===== config.mk =====
export PLATFORM = sky130hd
export DESIGN_NAME = par_ctrl
export DESIGN_NICKNAME = d
export VERILOG_FILES = /design/src/hdl/par_pkg.sv /design/src/hdl/par_ctrl.sv
export SDC_FILE = /design/constraint.sdc
export NUM_CORES = 1
export LEC_CHECK = 0
export BUFFER_PORTS_ARGS = -buffer_cell sky130_fd_sc_hd__clkbuf_2
export CORE_ASPECT_RATIO = 0.6
export CORE_MARGIN = 4
export CORE_UTILIZATION = 50
export CTS_CLUSTER_SIZE = 30
export DETAILED_ROUTE_END_ITERATION = 10
export PLACE_DENSITY = 0.79
export SYNTH_ARGS = -nofsm -noshare
export SYNTH_HDL_FRONTEND = slang
export SYNTH_SLANG_ARGS = --single-unit

===== constraint.sdc =====
create_clock -name i_clk -period 2.7 [get_ports i_clk]
set_clock_uncertainty 0.05 [all_clocks]
set_input_delay 0.27 -clock i_clk [delete_from_list [all_inputs] [get_ports i_clk]]
set_output_delay 0.27 -clock i_clk [all_outputs]
set_load 0.03 [all_outputs]

===== src/hdl/par_pkg.sv =====
`default_nettype none

package par_pkg;

    // Fixed field widths of the stream items and registers.
    localparam int SAMPLE_W   = 16;
    localparam int COEF_W     = 32;
    localparam int CIDX_W     = 12;
    localparam int MODE_W     = 2;
    localparam int OUT_W      = 32;
    localparam int STEP_W     = 36;
    localparam int LIMIT_W    = 7;
    localparam int PHASE_W    = 37;
    localparam int FRAC_W     = 16;
    localparam int CFG_IDX_W  = 2;
    localparam int CFG_DATA_W = 36;

    // Input tdata layout, lowest field first, padded to whole bytes.
    localparam int SAMPLE_LSB = 0;
    localparam int CIDX_LSB   = SAMPLE_LSB + SAMPLE_W;
    localparam int CVAL_LSB   = CIDX_LSB + CIDX_W;
    localparam int S_TDATA_W  = ((CVAL_LSB + COEF_W + 7) / 8) * 8;

    localparam int MAX_RESULTS = 64;

    localparam int DEF_TAPS           = 24;
    localparam int DEF_PHASES         = 128;
    localparam int DEF_COEF_FRAC_BITS = 15;

    localparam logic [STEP_W-1:0]  STEP_RESET  = 36'h1_0000_0000;
    localparam logic [LIMIT_W-1:0] LIMIT_RESET = 7'd64;
    localparam logic [PHASE_W-1:0] PHASE_ONE   = 37'h1_0000_0000;

    // Configuration register indexes.
    localparam logic [CFG_IDX_W-1:0] REG_STEP  = 2'd0;
    localparam logic [CFG_IDX_W-1:0] REG_LIMIT = 2'd1;

    typedef enum logic [MODE_W-1:0] {
        MODE_PUSH  = 2'd0,
        MODE_COEF  = 2'd1,
        MODE_CLEAR = 2'd2
    } t_mode;

    typedef struct packed {
        logic push;
        logic coef_we;
        logic clear;
        logic mul;
        logic base;
        logic acc_clr;
        logic issue;
        logic diff;
        logic ser;
        logic sum;
        logic emit;
        logic last;
        logic wrap;
    } t_dp_cmd;

    typedef struct packed {
        logic ph_lt_one;
        logic ph_next_lt_one;
        logic out_free;
    } t_dp_sts;

endpackage

`default_nettype wire


===== src/hdl/par_ctrl.sv =====
`default_nettype none

module par_ctrl
    import par_pkg::*;
#(
    parameter int TAPS = DEF_TAPS
) (
    input  wire                    i_clk,
    input  wire                    i_rst_n,
    input  wire                    i_valid,
    input  wire  [MODE_W-1:0]      i_mode,
    output logic                   o_ready,
    input  wire                    i_cfg_we,
    input  wire  [CFG_IDX_W-1:0]   i_cfg_addr,
    input  wire  [CFG_DATA_W-1:0]  i_cfg_data,
    input  t_dp_sts                i_sts,
    output t_dp_cmd                o_cmd
);

    localparam int CW = ($clog2(TAPS + 2) > 4) ? $clog2(TAPS + 2) : 4;

    typedef enum logic [8:0] {
        S_IDLE  = 9'b0_0000_0001,
        S_CHECK = 9'b0_0000_0010,
        S_MUL   = 9'b0_0000_0100,
        S_BASE  = 9'b0_0000_1000,
        S_MAC   = 9'b0_0001_0000,
        S_DIFF  = 9'b0_0010_0000,
        S_SER   = 9'b0_0100_0000,
        S_SUM   = 9'b0_1000_0000,
        S_EMIT  = 9'b1_0000_0000
    } t_state;

    t_state             r_state, n_state;
    logic [CW-1:0]      r_cnt, n_cnt;
    logic [LIMIT_W-1:0] r_nout, n_nout;
    logic [LIMIT_W-1:0] r_limit;
    logic [LIMIT_W-1:0] w_lim;
    logic               w_more_now;
    logic               w_more_next;

    // Limits above MAX_RESULTS (64) saturate to it.
    assign w_lim = (r_limit > LIMIT_W'(MAX_RESULTS)) ? LIMIT_W'(MAX_RESULTS) : r_limit;
    assign w_more_now  = i_sts.ph_lt_one && (r_nout < w_lim);
    assign w_more_next = i_sts.ph_next_lt_one && ((r_nout + 1'b1) < w_lim);

    assign o_ready = (r_state == S_IDLE);

    always_comb begin
        n_state = r_state;
        n_cnt   = r_cnt;
        n_nout  = r_nout;
        o_cmd   = '0;
        case (r_state)
            S_IDLE: begin
                if (i_valid) begin
                    case (t_mode'(i_mode))
                        MODE_PUSH: begin
                            o_cmd.push = 1'b1;
                            n_nout     = '0;
                            n_state    = S_CHECK;
                        end
                        MODE_COEF:  o_cmd.coef_we = 1'b1;
                        MODE_CLEAR: o_cmd.clear   = 1'b1;
                        default: ;
                    endcase
                end
            end
            S_CHECK: begin
                if (w_more_now) begin
                    n_state = S_MUL;
                end else begin
                    o_cmd.wrap = 1'b1;
                    n_state    = S_IDLE;
                end
            end
            S_MUL: begin
                o_cmd.mul = 1'b1;
                n_state   = S_BASE;
            end
            S_BASE: begin
                o_cmd.base    = 1'b1;
                o_cmd.acc_clr = 1'b1;
                n_cnt         = '0;
                n_state       = S_MAC;
            end
            S_MAC: begin
                // Reads go out while the count is below TAPS; the count then runs on
                // so that the multiply and accumulate stages drain before S_DIFF.
                o_cmd.issue = (r_cnt < CW'(TAPS));
                n_cnt       = r_cnt + 1'b1;
                if (r_cnt == CW'(TAPS + 1)) begin
                    n_state = S_DIFF;
                end
            end
            S_DIFF: begin
                o_cmd.diff = 1'b1;
                n_cnt      = '0;
                n_state    = S_SER;
            end
            S_SER: begin
                o_cmd.ser = 1'b1;
                n_cnt     = r_cnt + 1'b1;
                if (r_cnt == CW'(FRAC_W - 1)) begin
                    n_state = S_SUM;
                end
            end
            S_SUM: begin
                o_cmd.sum = 1'b1;
                n_state   = S_EMIT;
            end
            S_EMIT: begin
                if (i_sts.out_free) begin
                    o_cmd.emit = 1'b1;
                    o_cmd.last = !w_more_next;
                    n_nout     = r_nout + 1'b1;
                    n_state    = S_CHECK;
                end
            end
            default: n_state = S_IDLE;
        endcase
    end

    always_ff @(posedge i_clk) begin
        if (!i_rst_n) begin
            r_state <= S_IDLE;
            r_cnt   <= '0;
            r_nout  <= '0;
            r_limit <= LIMIT_RESET;
        end else begin
            r_state <= n_state;
            r_cnt   <= n_cnt;
            r_nout  <= n_nout;
            if (i_cfg_we && (i_cfg_addr == REG_LIMIT)) begin
                r_limit <= i_cfg_data[LIMIT_W-1:0];
            end
        end
    end

    a_push_to_check: assert property (@(posedge i_clk) disable iff (!i_rst_n)
        (i_valid && o_ready && (i_mode == MODE_PUSH)) |=> (r_state == S_CHECK))
        else $error("push beat did not start a run");

    a_emit_within_limit: assert property (@(posedge i_clk) disable iff (!i_rst_n)
        o_cmd.emit |-> (r_nout < w_lim))
        else $error("more results than the per-sample limit");

    a_last_ends_run: assert property (@(posedge i_clk) disable iff (!i_rst_n)
        (o_cmd.emit && o_cmd.last) |=> (r_state == S_CHECK) ##1 (r_state == S_IDLE))
        else $error("run continued after the beat marked last");

endmodule

`default_nettype wire


Yosys cells after proc, flatten, opt, wreduce, memory -nomap -nowiden
Cells that the tools add are included.
Widths: inputs -> output; s select.
- logic and storage cells: 68
- bits of input ports: 47
- output and inout bits: 14
- register bits after elaboration: 28
- reduce and logical (&&, ||, !) cells: 11
- $add $sub $neg: 2
- magnitude comparators: 4
- equal/unequal tests: 19
- multiplexer cells: 28
- operator list (kind ; number):
    $pmux 9 s9 ; 1
    $mux 9 ; 5
    $mux 7 ; 4
    $lt 7x7->1 ; 2
    $pmux 7 s2 ; 1
    $mux 1 ; 10
    $pmux 5 s2 ; 1
    $eq 9x1->1 const B ; 1
    $eq 9x2->1 const B ; 1
    $eq 9x3->1 const B ; 1
    $eq 9x4->1 const B ; 1
    $eq 9x5->1 const B ; 1
    $eq 9x6->1 const B ; 1
    $eq 9x7->1 const B ; 1
    $eq 9x8->1 const B ; 1
    $eq 9x9->1 const B ; 1
    $mux 3 ; 3
    $ne 2x2->1 const B ; 4
    $add 7x1->7 const B ; 1
    $gt 7x7->1 const B ; 1
    $mux 2 ; 3
    $add 5x1->5 const B ; 1
    $eq 5x4->1 const B ; 1
    $eq 5x5->1 const B ; 1
    11 further kinds ; 16

Longest topological paths before layout
Gate-level depths: netlist of run 1.
- depth after elaboration: 7
- mapped depth: 8
- depth with buffers taken out: 8

Least setup slack after synthesis of run 1
OpenSTA, ideal clock, no wires.
- path kind: reg2out
- start point: register r_nout[0]
- end point: output port o_cmd[1] (netlist name)
- stages on the path, launching flop included: 9
- arrival: 2.104 ns
- required time: 2.380 ns
- path slack: 0.276 ns
- buffers on the path: 0
- cell sequence: dfxtp_1 -> ha_1 -> nand3_1 -> nor2_1 -> xor2_1 -> ha_1 -> and4_1 -> o21ai_0 -> a41oi_1
- RTL lines (element ; RTL line ; text):
    start: declaration ; par_ctrl.sv:36 ; logic [LIMIT_W-1:0] r_nout, n_nout;
    start signal: assignment ; par_ctrl.sv:133 ; r_nout <= n_nout;
    end: declaration ; par_ctrl.sv:17 ; output t_dp_cmd o_cmd

==> summary.md, run 1 <==
| Metric | Value |
|---|---|
| Status | completed |
| Final Cell Area | 2127 µm² |
| CTS tree | built |
| Synth unique cells | 52 |
| Nets | 314 |
| Tot GR Track Use | 0.2009 |
| Area contributors post-synth | dfxtp_1, ha_1, nor2_1, nand2_1, xor2_1 |
| RD Place Congestion | 0.8561 |
| Cells after Synth | 222 |
| Final Cycle Share | 0.9585 |
| Count leader, synth | nor2_1 |
| Root buffer cell | clkbuf_8 |
| First-pass DRT Iterations | 4 |
| Pwr dens | 444.1 nW/µm² |
| Cell Area, Synth | 1843 µm² |
| Post-DR wirelength/cell | 14.66 µm |
| EDFF count, synth | 0 |
| Synth top area share | 0.3041 |
| Post-Route WL | 4.325 mm |
| Seq/Total Area, Yosys | 0.3041 |
| Worst vdd ir | 0.3290 mV |
| Starting Density | 0.5415 |
| Clock Power Share | 0.356 |
| Via count | 1683 |
| # clock sinks | 28 |
| Sw frac | 0.2740 |
| Setup Viol. Count Final | 0 |
| Die ar. | 4753 µm² |
| Cts bufs inserted | 3 |
| Seq pwr share | 0.464 |
| Leakage | 0.9444 nW |
| Ys flop type | dfxtp_1 |
| CTS H-tree lvls | 1 |
| Relative slew slack | 0.4940 |
| I/O Pins | 61 |
| Initial antenna violation count | 0 |
| Reg-to-Reg End | r_cnt[1] |
| Share of layout cells above drive strength 1 | 0.2160 |
| Critical path's top delay family | simple AND/OR/NAND/NOR gates |
| Clock-pin transition on the worst setup and hold timing paths | 0.10 ns |
| # port buffers | 31 |
| # DRC | 0 |
| Hold Vio Cnt, Final | 0 |
| Avg Inst Size Synth | 8.302 µm² |
| FP Rows | 16 |
| Die width | 86.38 µm |
| Sequence of cells on the critical path | ha_2, nand3_2, nor2_4, xor2_2, ha_1, and4_1, o21ai_0, a41oi_1, buf_4 |
| Fmax | 0.3864 GHz |
| Min-delay src | i_cfg_data[5] |
| Area growth syn-to-layout | 15.41% |
| Logic pwr share | 0.180 |
| Fin Hold WS | 0.1632 ns |
| Fin crit period | 2.588 ns |
| Diodes inserted | 0 |
| Critical path capture point type | output pin |
| Die height | 55.03 µm |
| Total power | 0.9447 mW |
| Tightest Pin Transition | 0.7521 ns |
| Critical R2R Launch | r_state[8] |
| NetSw | 0.2589 mW |
| CP Class | reg -> out |
| Post-synth top cells | nor2_1, dfxtp_1, nand2_1, ha_1 |
| CP Buf/Inv Count | 1 |
| Largest fanout on the critical path | 6 |
| Max_cap viols | 0 |
| Global-route wire length before repair | 7.396 mm |
| Hold depth | 3 |
| Worst-Skew Late Latency | 0.28 ns |
| Post-DP HPWL | 3.215 mm |
| Setup bufs post-CTS | 0 |
| Async SR Flop Fraction | 0 |
| Gr ovfl total | 0 |
| CP required | 2.38 ns |
| Arr. time, crit path | 2.27 ns |
| Post-synth top area cell | dfxtp_1 |
| Slew Viols, Final | 0 |
| Deepest clock path buffer count | 2 |
| R2R setup slack | 0.62 ns |
| Hold Path Sink | r_limit[5] |
| Via-to-Cell Ratio | 5.705 |
| DP Area | 2024 µm² |
| CP max stage cell | dfxtp_4 |
| Remaining antenna violation count | 0 |
| Syn nets | 285 |
| Yosys reg bits | 28 |
| CP startpoint kind | register |
| Worst R2R Path Depth | 5 |
| DR iter-0 viols | 178 |
| Critical Path Max Stage Delay | 0.39 ns |
| Core Region | 3403 µm² |
| Vias in the first global route | 1561 |
| Synth warn | 0 |
| Largest net degree at the start of global routing | 19 |
| Pint | 0.6858 mW |
| Worst Hold Class | in -> reg |
==> per-stage QoR <==
| step | setup WS [ns] | utilization | setup TNS (ns) | instances |
|---|---|---|---|---|
| 2_1_floorplan | 0.2758 | - | 0 | 222 |
| 3_5_place_dp | 0.3131 | 0.5949 | 0 | 291 |
| 5_1_grt | -0.01663 | 0.6250 | -0.01663 | 295 |
| 6_report | 0.1120 | 0.6250 | 0 | 295 |
| 4_1_cts | 0.005443 | 0.6162 | 0 | 295 |
| 3_3_place_gp | 0.2907 | 0.5949 | 0 | 291 |
==> power groups by stage <==
stage,registers (mW),logic (mW),clock network (mW)
after detailed placement,0.448,0.166,0
after CTS,0.439,0.168,0.338
final,0.438,0.170,0.336
after floorplan,0.439,0.130,0
after global placement,0.448,0.165,0
after global routing,0.441,0.186,0.350
==> area by class of cell <==
cell class	instances	area, µm²
Clock buffer	3	41.29
Multi-Input combinational cell	174	1221
Tap cell	45	56.30
Inverter	12	46.29
Sequential cell	28	566.8
Timing Repair Buffer	32	165.2
Clock inverter	1	30.03
Fill cell	295	1276
==> state kept, by name, summed over array words and instances, names as in the netlist <==
name and count:
r_state 9, r_limit 7, r_cnt 5, r_nout 7
==> layout by cell type, fill, tap and decap left out, types with 2 or more instances in the layout <==
master / instances
nand3b_1: 4
dfxtp_2: 2
clkbuf_8: 3
o21ai_0: 10
xnor2_1: 3
nor2b_1: 4
buf_4: 2
mux2i_1: 6
and3_1: 3
and4_1: 3
a41oi_1: 2
nand4_1: 4
or3_1: 2
dfxtp_1: 25
nand4b_1: 2
nand2b_1: 2
ha_1: 15
a21oi_1: 10
a211oi_1: 3
nor2_1: 30
nor4_1: 5
nor3b_1: 4
a31o_1: 2
clkbuf_2: 30
nand2_1: 19
and2_1: 3
xor2_1: 6
inv_1: 10
nand3_1: 3
and4b_1: 2
nor3_1: 3
==> cell families after synthesis <==
family,after synthesis,synth area share
flops,28,0.3041
fa+ha+maj,16,0.1086
buf+inv,20,0.04548
mux,6,0.03259
xor+xnor,10,0.04753
compound gates,36,0.1283
simple gates,106,0.3333
==> per-layer routing <==
| layer | routed length [µm] | GRT usage |
|---|---|---|
| met1 | 2221 | 0.2985 |
| met2 | 1695 | 0.2931 |
| met3 | 388 | 0.05030 |
| met4 | 19 | 0.03886 |
| met5 | 0 | 0 |
==> timing repair <==
| item | CTS | global route |
|---|---|---|
| gates resized for setup | 1 | 10 |
| hold buffers | 0 | 0 |
| endpoints found under the setup margin | 1 | 1 |
==> worst register-to-register path: cells and delay by family, from the launching register on <==
| kind | cells | cell delay (ns) |
|---|---|---|
| AO/OA/AOI/OAI | 1 | 0.17 |
| flip-flops | 1 | 0.43 |
| AND/OR/NAND/NOR | 4 | 1.33 |
==> worst max-delay path by stage <==
stage | start | end | slack [ns] | cells past startpoint
6_report | r_nout[0] | o_cmd[1] | 0.11 | 9
5_1_grt | r_nout[0] | o_cmd[1] | -0.02 | 9
4_1_cts | r_nout[0] | o_cmd[1] | 0.005 | 9
3_5_place_dp | r_nout[0] | o_cmd[1] | 0.31 | 9
3_3_place_gp | r_nout[0] | o_cmd[1] | 0.29 | 9
2_1_floorplan | r_nout[0] | o_cmd[1] | 0.28 | 8
Power figures use the tool's default switching activity.
==> inputs of run 2 (changes only) <==
CORE_UTILIZATION = 45   (was 50)
GPL_ROUTABILITY_DRIVEN = 0   (was unset)
PLACE_DENSITY = 0.72   (was 0.79)
==> summary.md, run 2 (same netlist as run 1, synthesis figures left out) <==
| Metric | Value |
|---|---|
| Leakage | 0.9554 nW (+1.2%) |
| R2R setup slack | 0.62 ns (about the same) |
| Critical R2R Launch | r_state[7] |
| Worst-Skew Late Latency | 0.28 ns (about the same) |
| Starting Density | 0.4841 (-0.05748) |
| Top Registers | r_state (9), r_limit (7), r_nout (7) |
| Place WS | 0.2268 ns (-0.08630 ns) |
| Total power | 0.9420 mW (-0.29%) |
| Fmax | 0.3926 GHz (+1.6%) |
| Share of layout cells above drive strength 1 | 0.2262 (+0.01019) |
| CP Class | reg -> out |
| CP startpoint kind | register |
| Via-to-Cell Ratio | 5.562 (-2.5%) |
| Cts bufs inserted | 3 (unchanged) |
| Status | completed |
| Worst Hold Class | in -> reg |
| Pwr dens | 436.7 nW/µm² (-1.7%) |
| Area growth syn-to-layout | 17.04% |
| I/O Pins | 61 (unchanged) |
| Worst Slack Setup Final | 0.1527 ns (+0.04065 ns) |
| Reg-to-Reg End | r_state[1] |
| Setup Viol. Count Final | 0 (unchanged) |
| Die width | 90.62 µm (+4.9%) |
| FP Rows | 17 (+1) |
| Hold Vio Cnt, Final | 0 (unchanged) |
| Slew Viols, Final | 0 (unchanged) |
| Relative slew slack | 0.5017 (+0.007744) |
| Nets | 316 (+0.64%) |
| # clock sinks | 28 (unchanged) |
| Max_cap viols | 0 (unchanged) |
| Final Cycle Share | 0.9435 (-0.01505) |
| Final cell count without fillers | 299 (+1.4%) |
| Diodes inserted | 0 (unchanged) |
| Post-DR wirelength/cell | 14.56 µm (-0.68%) |
| CTS H-tree lvls | 1 (unchanged) |
| Die ar. | 5217 µm² (+9.8%) |
| Worst vdd ir | 0.2056 mV (-38%) |
| Arr. time, crit path | 2.23 ns (-0.04 ns) |
| Deepest clock path buffer count | 2 (unchanged) |
| Tot GR Track Use | 0.1694 (-0.03145) |
| Post-DP HPWL | 3.274 mm (+1.9%) |
| Post-Route WL | 4.354 mm (+0.67%) |
| Initial antenna violation count | 0 (unchanged) |
| Fin crit period | 2.547 ns (-0.04065 ns) |
| CTS tree | built |
| # DRC | 0 (unchanged) |
| DP Area | 2034 µm² (+0.49%) |
| Global-route wire length before repair | 7.210 mm (-2.5%) |
| # port buffers | 31 (unchanged) |
| Final Cell Area | 2157 µm² (+1.4%) |
| Critical Path Source | r_nout[0] |
| Vias in the first global route | 1472 (-5.7%) |
| Fin Hold WS | 0.1723 ns (+0.009110 ns) |
| Core Region | 3807 µm² (+12%) |
| Critical path capture point type | output pin |
| Via count | 1663 (-1.2%) |
| CP required | 2.38 ns (about the same) |
| Largest net degree at the start of global routing | 19 (unchanged) |
| Gr ovfl total | 0 (unchanged) |
| First-pass DRT Iterations | 4 (unchanged) |
| Worst R2R Path Depth | 5 (unchanged) |
| Hold buffer count at CTS | 0 (unchanged) |
| Max reg flops | 9 (unchanged) |
| Die height | 57.57 µm (+4.6%) |
| Biggest register | r_state |
| Tightest Pin Transition | 0.7406 ns (-0.01151 ns) |
| Commonest non-fill, non-tap cells in the layout | nor2_1, clkbuf_2, dfxtp_1, nand2_1, ha_1 |
| CP endpoint | o_cmd[1] |
| Placed insts | 294 (+1.0%) |
| Largest fanout on the critical path | 6 (unchanged) |
| DR iter-0 viols | 127 (-29%) |
| Clock-pin transition on the worst setup and hold timing paths | 0.09 ns (about the same) |
| Remaining antenna violation count | 0 (unchanged) |
| Root buffer cell | clkbuf_8 |
==> run 2: changes by cell type in the layout (fill, tap and decap cells not counted), sizes merged <==
cell | previous run | this run
buf | 2 | 4
==> run 2: layer usage <==
metal,GRT usage,wire [µm],vias up
li1,-,-,848
met1,0.2612,2287,755
met2,0.2350,1705,58
met3,0.04875,343,2
met4,0.01961,18,0
met5,0,0,-
==> run 2: where the power goes <==
part | internal, mW | switching, mW
sequential | 0.423 | 0.0161
clock | 0.199 | 0.134
combinational | 0.0645 | 0.106
total | 0.686 | 0.256
==> run 2: repair_timing <==
| action | in CTS | in global routing |
|---|---|---|
| pin swaps | 1 | 1 |
| endpoints found under the setup margin | 1 | 1 |
| gates cloned | 0 | 0 |
| buffers inserted | 0 | 1 |
| gates resized for setup | 3 | 10 |
==> run 2: worst min-delay path by stage <==
| stage | start | to | slack [ns] | cells after the start |
|---|---|---|---|---|
| 6_report | i_cfg_data[0] | r_limit[0] | 0.17 | 3 |
| 5_1_grt | i_cfg_data[2] | r_limit[2] | 0.18 | 3 |
| 4_1_cts | i_cfg_data[1] | r_limit[1] | 0.17 | 3 |
| 3_5_place_dp | r_limit[1] | r_limit[1] | 0.44 | 2 |
| 3_3_place_gp | r_limit[4] | r_limit[4] | 0.43 | 2 |
| 2_1_floorplan | i_cfg_data[0] | r_limit[0] | 0.36 | 2 |
==> run 2: metrics by stage <==
stage                 util  setup TNS [ns]
global route        0.5665        -0.01550
global placement    0.5343               0
detailed placement  0.5343               0
floorplan                -               0
CTS                 0.5554               0
finish              0.5665               0
==> run 2: cell type report <==
type / count / area [µm²]
Fill cell: 354 / 1650
Multi-Input combinational cell: 174 / 1234
Sequential cell: 28 / 566.8
Timing Repair Buffer: 34 / 180.2
Tap cell: 47 / 58.81
Inverter: 12 / 46.29
Clock buffer: 3 / 41.29
Clock inverter: 1 / 30.03
==> run 2: worst max-delay path, cell delays in order (launching register included) <==
cell     delay, ns
dfxtp_4       0.39
ha_2          0.24
nand3_4       0.12
nor2_4        0.14
xor2_2        0.09
ha_1          0.29
and4_1        0.19
o21ai_0       0.08
a41oi_1       0.21
buf_4         0.19
==> inputs of run 3 (changes only) <==
ABC_AREA = 1   (was unset)
==> summary.md, run 3 <==
| Metric | Value |
|---|---|
| Hold Vio Cnt, Final | 0 (unchanged) |
| Relative slew slack | 0.7078 (+0.2061) |
| Core Region | 3807 µm² (unchanged) |
| Post-DP HPWL | 3.557 mm (+8.6%) |
| # port buffers | 31 (unchanged) |
| CTS tree | built |
| Cells after Synth | 268 (+21%) |
| Deepest clock path buffer count | 2 (unchanged) |
| EDFF count, synth | 0 (unchanged) |
| Mux cell area share after synthesis | 0 (-0.03259) |
| Via count | 1784 (+7.3%) |
| CP Class | reg -> out |
| Area contributors post-synth | dfxtp_1, ha_1, nand2_1, inv_1, nor2_1 |
| Avg Inst Size Synth | 6.896 µm² (-17%) |
| Initial antenna violation count | 0 (unchanged) |
| CP startpoint kind | register |
| Die width | 90.73 µm (+0.12%) |
| Seq/Total Area, Yosys | 0.3033 (-0.0008237) |
| Status | completed |
| FP Rows | 17 (unchanged) |
| Yosys reg bits | 28 (unchanged) |
| CP required | 2.38 ns (about the same) |
| Fmax | 0.3866 GHz (-1.5%) |
| Cts bufs inserted | 3 (unchanged) |
| Reg-to-Reg End | r_state[0] |
| Largest family of logic cells by synthesized area | simple AND/OR/NAND/NOR gates |
| Critical R2R Launch | r_limit[4] |
| Starting Density | 0.4854 (+0.001314) |
| Worst Slack Setup Final | 0.1132 ns (-0.03943 ns) |
| Pwr dens | 634.2 nW/µm² (+45%) |
| Setup_tns | 0 ns (unchanged) |
| Gr ovfl total | 0 (unchanged) |
| Area growth syn-to-layout | 15.64% |
| Hold Path Sink | r_limit[6] |
| Place WS | 0.2822 ns (+0.05534 ns) |
| Max_cap viols | 0 (unchanged) |
| Ys flop type | dfxtp_1 |
| Tot GR Track Use | 0.1770 (+0.007588) |
| Adder-cell share of the synthesized area | 0.1083 (-0.0002942) |
| Share of layout cells above drive strength 1 | 0.2086 (-0.01758) |
| Min-delay src | i_cfg_data[6] |
| Post-synthesis compound-gate area fraction | 0.1185 (-0.009826) |
| Fin Hold WS | 0.1446 ns (-0.02772 ns) |
| Largest net degree at the start of global routing | 21 (+2) |
| Worst-Skew Late Latency | 0.28 ns (about the same) |
| Sequence of cells on the critical path | ha_2, nand3_2, nand3b_1, xnor2_2, ha_1, nand2_1, nor2_1, nor3_2, a21oi_2, buf_6 |
| # clock sinks | 28 (unchanged) |
| Util after Layout | 0.5613 (-0.005258) |
| Remaining antenna violation count | 0 (unchanged) |
| Post-Route WL | 4.485 mm (+3.0%) |
| Critical Path Source | r_nout[0] |
| Root buffer cell | clkbuf_8 |
| Synth top area share | 0.3033 (-0.0008237) |
| Synth Area in Simple Gates | 0.3426 (+0.009253) |
| Synth unique cells | 31 (-40%) |
| Top Registers | r_state (9), r_limit (7), r_nout (7) |
| I/O Pins | 61 (unchanged) |
| Die ar. | 5230 µm² (+0.24%) |
| Post-synth top cells | nand2_1, inv_1, nor2_1, dfxtp_1, nand3_1 |
| Critical Path Max Stage Delay | 0.38 ns (about the same) |
| Leakage | 1.115 nW (+17%) |
| Synth warn | 0 (unchanged) |
| Layout fillers | 366 (+3.4%) |
| Slew Viols, Final | 0 (unchanged) |
| Cell Area, Synth | 1848 µm² (+0.27%) |
| R2R setup slack | 0.91 ns (+0.29 ns) |
| CP max stage cell | dfxtp_4 |
| Setup Viol. Count Final | 0 (unchanged) |
| Arr. time, crit path | 2.27 ns (+0.04 ns) |
| Post-DR wirelength/cell | 12.85 µm (-12%) |
| Largest fanout on the critical path | 5 (-1) |
| Commonest non-fill, non-tap cells in the layout | nand2_1, inv_1, nor2_1, clkbuf_2, dfxtp_1 |
| RSZ-0062 raised after global routing | no |
| Max reg flops | 9 (unchanged) |
| Final Cycle Share | 0.9581 (+0.01460) |
| Worst R2R Path Depth | 10 (+5) |
| Vias in the first global route | 1672 (+14%) |
| Diodes inserted | 0 (unchanged) |
| # DRC | 0 (unchanged) |
| Post-synth top area cell | dfxtp_1 |
| Nets | 366 (+16%) |
| Hold depth | 3 (unchanged) |
| Worst Hold Class | in -> reg |
| CTS H-tree lvls | 1 (unchanged) |
| DP Area | 2039 µm² (+0.25%) |
| First-pass DRT Iterations | 4 (unchanged) |
| Critical path capture point type | output pin |
| Syn nets | 331 (+16%) |
| Tightest Pin Transition | 0.4366 ns (-0.3040 ns) |
| Count leader, synth | nand2_1 |
| Final Cell Area | 2137 µm² (-0.93%) |
| Worst vdd ir | 0.2185 mV (+6.3%) |
| Clock-pin transition on the worst setup and hold timing paths | 0.10 ns (about the same) |
| Biggest register | r_state |
| DR iter-0 viols | 165 (+30%) |
| Global-route wire length before repair | 7.631 mm (+5.8%) |
| Async SR Flop Fraction | 0 (unchanged) |
| Commonest non-fill, non-tap cell in the layout | nand2_1 |
| Die height | 57.64 µm (+0.12%) |
| Fin crit period | 2.587 ns (+0.03943 ns) |
| Synth Area in XOR/XNOR | 0.02370 (-0.02383) |
| Via-to-Cell Ratio | 5.112 (-8.1%) |
## run 3: cell count changes after synthesis, sizes merged, moves of 5 or more
cell	previous run	this run
o21ai	10	15
nand2	20	56
nor2	32	43
nand3	4	19
a21oi	10	20
inv	10	40
mux2i	6	0
## run 3: metal layers
layer,GRT usage,routed length (µm)
met3,0.03502,344
met5,0,0
met1,0.2739,2238
met2,0.2508,1885
met4,0.03704,15
## run 3: cells by family (layout without fill, tap and decap cells)
group | Yosys count | after routing
AND/OR/NAND/NOR | 136 | 136
XOR/XNOR | 5 | 5
AO/OA/AOI/OAI | 38 | 38
flip-flops | 28 | 28
adder cells (fa/ha/maj) | 16 | 16
buffers and inverters | 45 | 79
## run 3: how the worst max path moves through the flow
stage | slack (ns) | endpoint
after floorplan | 0.35 | o_cmd[10]
after global placement | 0.35 | o_cmd[1]
after global routing | 0.0003 | o_cmd[1]
after detailed placement | 0.28 | o_cmd[1]
after CTS | 0.01 | o_cmd[1]
final | 0.11 | o_cmd[1]
## run 3: final cells by class
class / count / area, µm² / share of cell area
multi-input combinational: 195 / 1120 / 0.5240
sequential: 28 / 565.5 / 0.2646
timing repair buffer: 34 / 183.9 / 0.08607
inverter: 41 / 153.9 / 0.07201
tap: 47 / 58.81 / 0.02752
clock buffer: 4 / 55.05 / 0.02576
## run 3: power breakdown
part | leakage, nW | internal, mW | switching [mW]
Clock | 0.0288 | 0.131 | 0.136
Combinational | 0.857 | 0.200 | 0.382
Sequential | 0.229 | 0.458 | 0.0480
## run 3: timing repair
action / CTS / global route
hold buffers: 0 / 0
buffers inserted: 0 / 1
gates resized for setup: 3 / 8
setup endpoints to repair: 1 / 1
pin swaps: 0 / 1
## run 3: through the flow
step,instances,power (mW)
detailed placement,344,1.083
finish,349,1.355
global placement,344,1.063
CTS,348,1.351
floorplan,268,0.9548
global route,349,1.466
## run 3: critical path, delay by kind of cell (launching register included)
kind	cells	cell delay, ns
fa+ha+maj	2	0.50
buf+inv	1	0.14
simple gates	5	0.63
flops	1	0.38
compound gates	1	0.14
xor+xnor	1	0.18
